$ cat src/hdl/frdrle_pkg.sv
// Shared types, codes and helpers of the flag-run deframer.
// No dependencies.
package frdrle_pkg;

  typedef logic [1:0] status_t;
  typedef logic [3:0] run_t;
  typedef logic [0:0] cfg_index_t;

  localparam status_t STATUS_DATA        = 2'd0;
  localparam status_t STATUS_PAYLOAD_OVF = 2'd1;
  localparam status_t STATUS_EXPAND_OVF  = 2'd2;

  localparam cfg_index_t REG_HEADER = 1'b0;
  localparam cfg_index_t REG_FOOTER = 1'b1;

  localparam logic [7:0] HEADER_RESET = 8'hFF;
  localparam logic [7:0] FOOTER_RESET = 8'hFE;

  localparam run_t RUN_FIRE = 4'd8;
  localparam run_t RUN_SAT  = 4'd15;
  localparam int   FOOTER_TAIL = 7;

  // Frame-close command to the expander; plen is below REQUEST_SIZE unless ovf
  typedef struct packed {
    logic [1:0] ch;
    logic [7:0] plen;
    logic       ovf;
  } expand_cmd_t;

  function automatic run_t run_next(run_t run, logic hit);
    if (!hit) return '0;
    return (run < RUN_SAT) ? run + run_t'(1) : RUN_SAT;
  endfunction

endpackage

$ cat src/hdl/flag_run_deframer_rle_expander.sv
// Flag-run deframer with run-length expansion, top level.
// Byte path: an in-range item stalls the input for its read-modify-write of control
// memory. Frame close: payload check per pair, then REQUEST_SIZE results at one per
// cycle unless stalled, between capture-store pair fetches; or one error result.
// Reset: control-memory valid bits clear at once (all channels free, counters zero),
// registers return to 0xFF / 0xFE; the capture store is not cleared.
module flag_run_deframer_rle_expander #(
  parameter int CHANNELS      = 4,
  parameter int REQUEST_SIZE  = 32,
  parameter int CAPTURE_DEPTH = 64
) (
  input  logic                   clk,
  input  logic                   rst,
  input  logic                   item_valid,
  output logic                   item_stall,
  input  logic [1:0]             channel,
  input  logic [7:0]             data_byte,
  output logic                   result_valid,
  input  logic                   result_stall,
  output logic [1:0]             out_channel,
  output logic [7:0]             out_byte,
  output frdrle_pkg::status_t    status,
  output logic                   last,
  input  logic                   cfg_write,
  input  frdrle_pkg::cfg_index_t cfg_index,
  input  logic [7:0]             cfg_data
);
  import frdrle_pkg::*;

  localparam int CH_W   = (CHANNELS > 1) ? $clog2(CHANNELS) : 1;
  localparam int CNT_W  = $clog2(CAPTURE_DEPTH + 2);
  localparam int CAP_AW = $clog2(CHANNELS * CAPTURE_DEPTH);

  typedef struct packed {
    run_t             hr;
    run_t             fr;
    logic             cap;
    logic [CNT_W-1:0] cnt;
  } chan_state_t;

  localparam int CS_W = $bits(chan_state_t);

  typedef enum logic [1:0] {S_IDLE, S_RMW, S_EXPAND} state_t;

  state_t      state;
  logic [1:0]  ch_q;
  logic [7:0]  byte_q;
  logic [7:0]  header_byte;
  logic [7:0]  footer_byte;

  logic        accept;
  logic        in_range;
  logic [CS_W-1:0] cs_rdata;
  chan_state_t cur;
  chan_state_t nxt;
  run_t        hr_n;
  run_t        fr_n;
  logic        hfire;
  logic        close;
  logic        lost;
  logic [CNT_W-1:0] plen;
  logic        cap_we;
  logic [CAP_AW-1:0] cap_waddr;
  logic [CAP_AW-1:0] cap_raddr;
  logic [7:0]  cap_rdata;
  logic        exp_start;
  logic        exp_busy;
  expand_cmd_t cmd;

  assign item_stall = (state != S_IDLE);
  assign accept     = item_valid && !item_stall;
  assign in_range   = 5'(channel) < 5'(CHANNELS);

  always_ff @(posedge clk) begin
    if (rst) begin
      header_byte <= HEADER_RESET;
      footer_byte <= FOOTER_RESET;
    end else if (cfg_write) begin
      unique case (cfg_index)
        REG_HEADER: header_byte <= cfg_data;
        REG_FOOTER: footer_byte <= cfg_data;
      endcase
    end
  end

  always_ff @(posedge clk) begin
    if (rst) begin
      state <= S_IDLE;
    end else begin
      unique case (state)
        S_IDLE: begin
          // out-of-range channels are dropped without a state change
          if (accept && in_range) begin
            ch_q   <= channel;
            byte_q <= data_byte;
            state  <= S_RMW;
          end
        end
        S_RMW:    state <= close ? S_EXPAND : S_IDLE;
        S_EXPAND: if (!exp_busy) state <= S_IDLE;
        default:  state <= S_IDLE;
      endcase
    end
  end

  always_comb begin
    cur    = chan_state_t'(cs_rdata);
    nxt    = cur;
    hr_n   = run_next(cur.hr, byte_q == header_byte);
    fr_n   = run_next(cur.fr, byte_q == footer_byte);
    hfire  = (hr_n == RUN_FIRE);
    close  = !hfire && (fr_n == RUN_FIRE) && cur.cap;
    cap_we = 1'b0;
    if (hfire) begin
      nxt.hr  = '0;
      nxt.fr  = fr_n;
      nxt.cap = 1'b1;
      nxt.cnt = '0;
    end else if (close) begin
      nxt = '0;
    end else begin
      nxt.hr = hr_n;
      nxt.fr = fr_n;
      if (cur.cap) begin
        cap_we = (state == S_RMW) && (cur.cnt < CNT_W'(CAPTURE_DEPTH));
        // count stops one past the depth: frame marked lost
        if (cur.cnt <= CNT_W'(CAPTURE_DEPTH)) begin
          nxt.cnt = cur.cnt + CNT_W'(1);
        end
      end
    end
    lost = cur.cnt > CNT_W'(CAPTURE_DEPTH);
    plen = (cur.cnt >= CNT_W'(FOOTER_TAIL)) ? cur.cnt - CNT_W'(FOOTER_TAIL) : '0;
    cmd.ch   = ch_q;
    cmd.plen = 8'(plen);
    cmd.ovf  = lost || (10'(plen) >= 10'(REQUEST_SIZE));
    exp_start = (state == S_RMW) && close;
  end

  assign cap_waddr = CAP_AW'(CH_W'(ch_q)) * CAP_AW'(CAPTURE_DEPTH) + CAP_AW'(cur.cnt);

  // Read at accept, write back in the following cycle; the next read of any
  // entry comes no earlier than the cycle after, so no forwarding is needed.
  frdrle_chan_mem #(
    .DEPTH(CHANNELS),
    .AW   (CH_W),
    .WIDTH(CS_W)
  ) u_chan_mem (
    .clk  (clk),
    .rst  (rst),
    .re   (accept && in_range),
    .raddr(CH_W'(channel)),
    .we   (state == S_RMW),
    .waddr(CH_W'(ch_q)),
    .wdata(nxt),
    .rdata(cs_rdata)
  );

  frdrle_capture_mem #(
    .DEPTH(CHANNELS * CAPTURE_DEPTH),
    .AW   (CAP_AW)
  ) u_capture_mem (
    .clk  (clk),
    .we   (cap_we),
    .waddr(cap_waddr),
    .wdata(byte_q),
    .raddr(cap_raddr),
    .rdata(cap_rdata)
  );

  frdrle_expand #(
    .CHANNELS     (CHANNELS),
    .REQUEST_SIZE (REQUEST_SIZE),
    .CAPTURE_DEPTH(CAPTURE_DEPTH),
    .CAP_AW       (CAP_AW)
  ) u_expand (
    .clk         (clk),
    .rst         (rst),
    .start       (exp_start),
    .cmd         (cmd),
    .busy        (exp_busy),
    .rd_addr     (cap_raddr),
    .rd_data     (cap_rdata),
    .result_valid(result_valid),
    .result_stall(result_stall),
    .out_channel (out_channel),
    .out_byte    (out_byte),
    .status      (status),
    .last        (last)
  );

endmodule

$ cat src/hdl/frdrle_chan_mem.sv
// Per-channel control state memory, registered read.
// Valid bit per entry; an entry never written reads as zero. No package use.
module frdrle_chan_mem #(
  parameter int DEPTH = 4,
  parameter int AW    = 2,
  parameter int WIDTH = 16
) (
  input  logic             clk,
  input  logic             rst,
  input  logic             re,
  input  logic [AW-1:0]    raddr,
  input  logic             we,
  input  logic [AW-1:0]    waddr,
  input  logic [WIDTH-1:0] wdata,
  output logic [WIDTH-1:0] rdata
);

  logic [WIDTH-1:0] mem [DEPTH];
  logic [DEPTH-1:0] valid;
  logic [WIDTH-1:0] rd_raw;
  logic             rd_valid;

  always_ff @(posedge clk) begin
    if (we) begin
      mem[waddr] <= wdata;
    end
    if (re) begin
      rd_raw <= mem[raddr];
    end
  end

  always_ff @(posedge clk) begin
    if (rst) begin
      valid    <= '0;
      rd_valid <= 1'b0;
    end else begin
      if (we) begin
        valid[waddr] <= 1'b1;
      end
      if (re) begin
        rd_valid <= valid[raddr];
      end
    end
  end

  assign rdata = rd_valid ? rd_raw : '0;

endmodule

$ cat src/hdl/frdrle_capture_mem.sv
// Capture byte store for all channels, one write and one read port.
// Read data registered; contents undefined until written. No package use.
module frdrle_capture_mem #(
  parameter int DEPTH = 256,
  parameter int AW    = 8
) (
  input  logic          clk,
  input  logic          we,
  input  logic [AW-1:0] waddr,
  input  logic [7:0]    wdata,
  input  logic [AW-1:0] raddr,
  output logic [7:0]    rdata
);

  logic [7:0] mem [DEPTH];

  always_ff @(posedge clk) begin
    if (we) begin
      mem[waddr] <= wdata;
    end
    rdata <= mem[raddr];
  end

endmodule

$ cat src/hdl/frdrle_expand.sv
// Frame-close sequencer: checks the run-length payload, then emits the request,
// or a single error result. Reads the capture store; uses frdrle_pkg.
module frdrle_expand #(
  parameter int CHANNELS      = 4,
  parameter int REQUEST_SIZE  = 32,
  parameter int CAPTURE_DEPTH = 64,
  parameter int CAP_AW        = $clog2(CHANNELS * CAPTURE_DEPTH)
) (
  input  logic                  clk,
  input  logic                  rst,
  input  logic                  start,
  input  frdrle_pkg::expand_cmd_t cmd,
  output logic                  busy,
  output logic [CAP_AW-1:0]     rd_addr,
  input  logic [7:0]            rd_data,
  output logic                  result_valid,
  input  logic                  result_stall,
  output logic [1:0]            out_channel,
  output logic [7:0]            out_byte,
  output frdrle_pkg::status_t   status,
  output logic                  last
);
  import frdrle_pkg::*;

  localparam int N_W = $clog2(REQUEST_SIZE + 1);

  typedef enum logic [3:0] {
    E_IDLE, E_SCAN_RD, E_SCAN_CHK, E_FETCH_C, E_WAIT_C, E_WAIT_V, E_EMIT, E_PAD, E_ERR
  } estate_t;

  estate_t           state;
  logic [1:0]        ch_q;
  logic [7:0]        plen;
  logic [CAP_AW-1:0] base;
  logic [7:0]        idx;
  logic [N_W-1:0]    n;
  logic [N_W-1:0]    k;
  logic [7:0]        rem;
  logic [7:0]        val;
  status_t           err;

  logic       pair_avail;
  logic       slot_free;
  logic       last_k;
  logic [8:0] room;

  assign pair_avail = (9'(idx) + 9'd1) < 9'(plen);
  assign slot_free  = !result_valid || !result_stall;
  assign last_k     = (k == N_W'(REQUEST_SIZE - 1));
  assign room       = 9'(REQUEST_SIZE) - 9'(n);
  assign busy       = (state != E_IDLE);
  // count byte at idx, value byte right after it
  assign rd_addr    = base + CAP_AW'(idx) + CAP_AW'(state == E_WAIT_C);

  always_ff @(posedge clk) begin
    if (rst) begin
      state        <= E_IDLE;
      result_valid <= 1'b0;
    end else begin
      if (result_valid && !result_stall) begin
        result_valid <= 1'b0;
      end
      unique case (state)
        E_IDLE: begin
          if (start) begin
            ch_q <= cmd.ch;
            plen <= cmd.plen;
            base <= CAP_AW'(cmd.ch) * CAP_AW'(CAPTURE_DEPTH);
            idx  <= '0;
            n    <= '0;
            k    <= '0;
            if (cmd.ovf) begin
              err   <= STATUS_PAYLOAD_OVF;
              state <= E_ERR;
            end else begin
              state <= E_SCAN_RD;
            end
          end
        end
        E_SCAN_RD: begin
          if (pair_avail) begin
            state <= E_SCAN_CHK;
          end else begin
            idx   <= '0;
            state <= E_FETCH_C;
          end
        end
        E_SCAN_CHK: begin
          if (rd_data == 8'd0) begin
            idx   <= '0;
            state <= E_FETCH_C;
          end else if ({1'b0, rd_data} > room) begin
            err   <= STATUS_EXPAND_OVF;
            state <= E_ERR;
          end else begin
            n     <= n + N_W'(rd_data);
            idx   <= idx + 8'd2;
            state <= E_SCAN_RD;
          end
        end
        E_FETCH_C: begin
          state <= pair_avail ? E_WAIT_C : E_PAD;
        end
        E_WAIT_C: begin
          if (rd_data == 8'd0) begin
            state <= E_PAD;
          end else begin
            rem   <= rd_data;
            state <= E_WAIT_V;
          end
        end
        E_WAIT_V: begin
          val   <= rd_data;
          state <= E_EMIT;
        end
        E_EMIT: begin
          if (slot_free) begin
            result_valid <= 1'b1;
            out_channel  <= ch_q;
            out_byte     <= val;
            status       <= STATUS_DATA;
            last         <= last_k;
            k            <= k + N_W'(1);
            rem          <= rem - 8'd1;
            if (last_k) begin
              state <= E_IDLE;
            end else if (rem == 8'd1) begin
              idx   <= idx + 8'd2;
              state <= E_FETCH_C;
            end
          end
        end
        E_PAD: begin
          if (slot_free) begin
            result_valid <= 1'b1;
            out_channel  <= ch_q;
            out_byte     <= 8'd0;
            status       <= STATUS_DATA;
            last         <= last_k;
            k            <= k + N_W'(1);
            if (last_k) begin
              state <= E_IDLE;
            end
          end
        end
        E_ERR: begin
          if (slot_free) begin
            result_valid <= 1'b1;
            out_channel  <= ch_q;
            out_byte     <= 8'd0;
            status       <= err;
            last         <= 1'b1;
            state        <= E_IDLE;
          end
        end
        default: state <= E_IDLE;
      endcase
    end
  end

endmodule

$ cat config.mk
export PLATFORM = sky130hd
export DESIGN_NAME = flag_run_deframer_rle_expander
export DESIGN_NICKNAME = d
export VERILOG_FILES = /design/src/hdl/frdrle_pkg.sv /design/src/hdl/flag_run_deframer_rle_expander.sv /design/src/hdl/frdrle_chan_mem.sv /design/src/hdl/frdrle_capture_mem.sv /design/src/hdl/frdrle_expand.sv
export SDC_FILE = /design/constraint.sdc
export NUM_CORES = 2
export LEC_CHECK = 0
export BUFFER_PORTS_ARGS = -buffer_cell sky130_fd_sc_hd__buf_2
export CAP_MARGIN = 10
export CORE_MARGIN = 5
export CORE_UTILIZATION = 40
export CTS_BUF_LIST = sky130_fd_sc_hd__clkbuf_4 sky130_fd_sc_hd__clkbuf_8
export DETAILED_ROUTE_END_ITERATION = 16
export PLACE_DENSITY_LB_ADDON = 0.25
export SETUP_SLACK_MARGIN = 0.1
export SYNTH_ARGS = -nofsm -noshare
export SYNTH_HDL_FRONTEND = slang
export SYNTH_HIERARCHICAL = 1
export SYNTH_SLANG_ARGS = --single-unit
$ cat constraint.sdc
create_clock -name clk -period 6.87 [get_ports clk]
set_input_delay 0.3435 -clock clk [delete_from_list [all_inputs] [get_ports clk]]
set_output_delay 0.3435 -clock clk [all_outputs]
set_load 0.03 [all_outputs]
==> results.txt <==
Critical Path RT: 7720 ps
FP Rows: 172
GRT overflow: 0
initial drt markers: 4852
GRT Total Usage: 19.3%
Die Height: 480 um
logic gate share of total power: 1.0%
Final Skew: 82.4 ps
Final min period: 5120 ps
f_max: 195 MHz
first-pass GRT wire length: 326000 um
FF/Latch Area: 66700 um^2
max-cap violations: 0
Mean Syn Cell Area: 20.0 um^2
Critical path buffers and inverters: 2
critical-path cell list: nand2b_1 -> nor3_2 -> buf_4 -> buf_12 -> mux4_2 -> a22o_1 -> a221oi_1 -> o32ai_1 -> nor3_1 -> nor4_1
RSZ-0062 raised after global routing: false
per-cell routed wire length: 28.6 um
clock latency at the later pin of the worst-skew pair: 1070 ps
crit-path max FO: 97
Leakage: 0.0298 uW
outcome: finished, final reports clean
vias in the first global route: 45400
largest net degree at the start of global routing: 190
GP Congestion: 0.811
DRT Pass-1 Iters: 5
Final Hold Slack: 108 ps
Setup crit start kind: register
Setup violations, final: 0
Setup Buffers After CTS: 0
Syn Nets: 4466
DRC: 0
CP max-delay cell: nor3_1
H-tree Lvls: 5
Die ar.: 230000 um^2
delay of the slowest critical-path stage: 810 ps
setup TNS: 0 ps
Initial Utilization: 40.2%
Final Max Slew Viols: 0
initial antenna violation count: 8
CTS buffer count: 379
io pins: 39
Layout fillers: 18600
core region area: 220000 um^2
DIE WIDTH: 480 um
Clk pin slew, worst setup/hold paths: 60 ps
critical path endpoint category: register
input/output buffers: 38
CTS tree: built
net switching power: 5410 uW
Antenna Nets Post-Route: 0
Max Buffers Root-to-Sink: 4
clock power share: 42.8%
Power Density: 268 nW/um^2
Final Total Pwr: 26600 uW
part of the power in registers: 56.2%
Final period util: 74.6%
total clock sinks: 2233
cell internal pwr: 21200 uW
multi-input logic area: 19900 um^2
wirelength, routed: 225000 um
Syn Inst Count: 4409
fin util: 45.1%
Data arrival, critical path: 5970 ps
P&R area growth vs syn: 12.2%
cell family with most CP delay: simple AND/OR/NAND/NOR gates
Yosys warning total: 6
vias per cell: 5.74
Vias: 45100
Hold Fails Final Rpt: 0
measured slew at the worst slew-check pin: 1230 ps
HP Class: in2reg
clock root cell: clkbuf_8
Total Nets Final: 4767
worst vdd ir: 0.224 mV
Mapped Area: 88200 um^2
WS Path Type: reg2reg
HPWL after detailed placement: 134000 um
Slew headroom: 18.0%
Switching Fraction: 20.4%
layout cells sized above 1: 24.6%
## cell usage in the layout, fill, tap and decap left out, types with 36 or more instances in the layout
cell type      count
a21oi_1          125
a22oi_1          135
buf_2             38
buf_4             87
clkbuf_4         115
clkbuf_8         389
clkinv_1          95
dfxtp_1           36
dlygate4sd3_1     41
edfxtp_1        2197
mux2i_1          137
mux4_2           462
nand2_1           56
nand3_1           47
nor2_1           329
nor2b_1           43
nor3_1            39
o221ai_1          49
## area by class of cell
class                      instances  area share, %
tap                             2871           3.63
clock inverter                   148          0.895
multi-input combinational       1877           20.1
inverter                          35          0.133
timing repair buffer             184           1.62
clock buffer                     503           6.27
sequential                      2233           67.4
antenna                            7         0.0177
## registers in the layout (all words and copies together) (netlist names), 7 cells and up
name                 count
footer_byte              8
u_capture_mem/mem     2048
u_chan_mem/rd_raw       16
u_expand/plen            7
u_expand/idx             7
header_byte              8
u_capture_mem/rdata      8
byte_q                   8
u_expand/out_byte        8
u_chan_mem/mem          64
u_expand/val             8
u_expand/rem             8
## timing repair
action,CTS,global route
hold endpoints to repair,87,0
hold buffers,41,0
gates resized for setup,0,0
## worst paths after layout
| check | startpoint | to | slack, ps | cells past startpoint |
|---|---|---|---|---|
| worst min register to register | u_chan_mem/valid[1] | u_chan_mem/valid[1] | 450 | 2 |
| worst max-delay path | u_expand/state[2] | u_capture_mem/rdata[3] | 1750 | 10 |
| worst max register to register | u_expand/state[2] | u_capture_mem/rdata[3] | 1750 | 10 |
| worst min-delay path | data_byte[4] | byte_q[4] | 110 | 2 |
## power by group through the flow
stage	registers (uW)	logic (uW)	clock network, uW
after global routing	14900	294	12300
after CTS	14900	277	11600
after detailed placement	15200	259	0
after global placement	15200	252	0
after floorplan	15300	61.5	0
final	14900	274	11400
## metal layers
layer  part of all wire, %  track usage, %  vias to the layer above
met2                    47            30.3                     1877
met3                   7.6            3.81                      381
met4                   2.4            5.24                        0
li1                      -               -                    18900
met5                     0               0                        -
met1                    43            27.7                    24000
## stage by stage
step	std cells	setup WS, ps	cell area [um^2]
after detailed placement	7158	1690	91500
after global placement	7155	1510	91400
after CTS	7850	1700	99000
after floorplan	4409	959	88200
after global routing	7855	1510	99000
final	7858	1750	99000
Power figures use the tool's default switching activity.
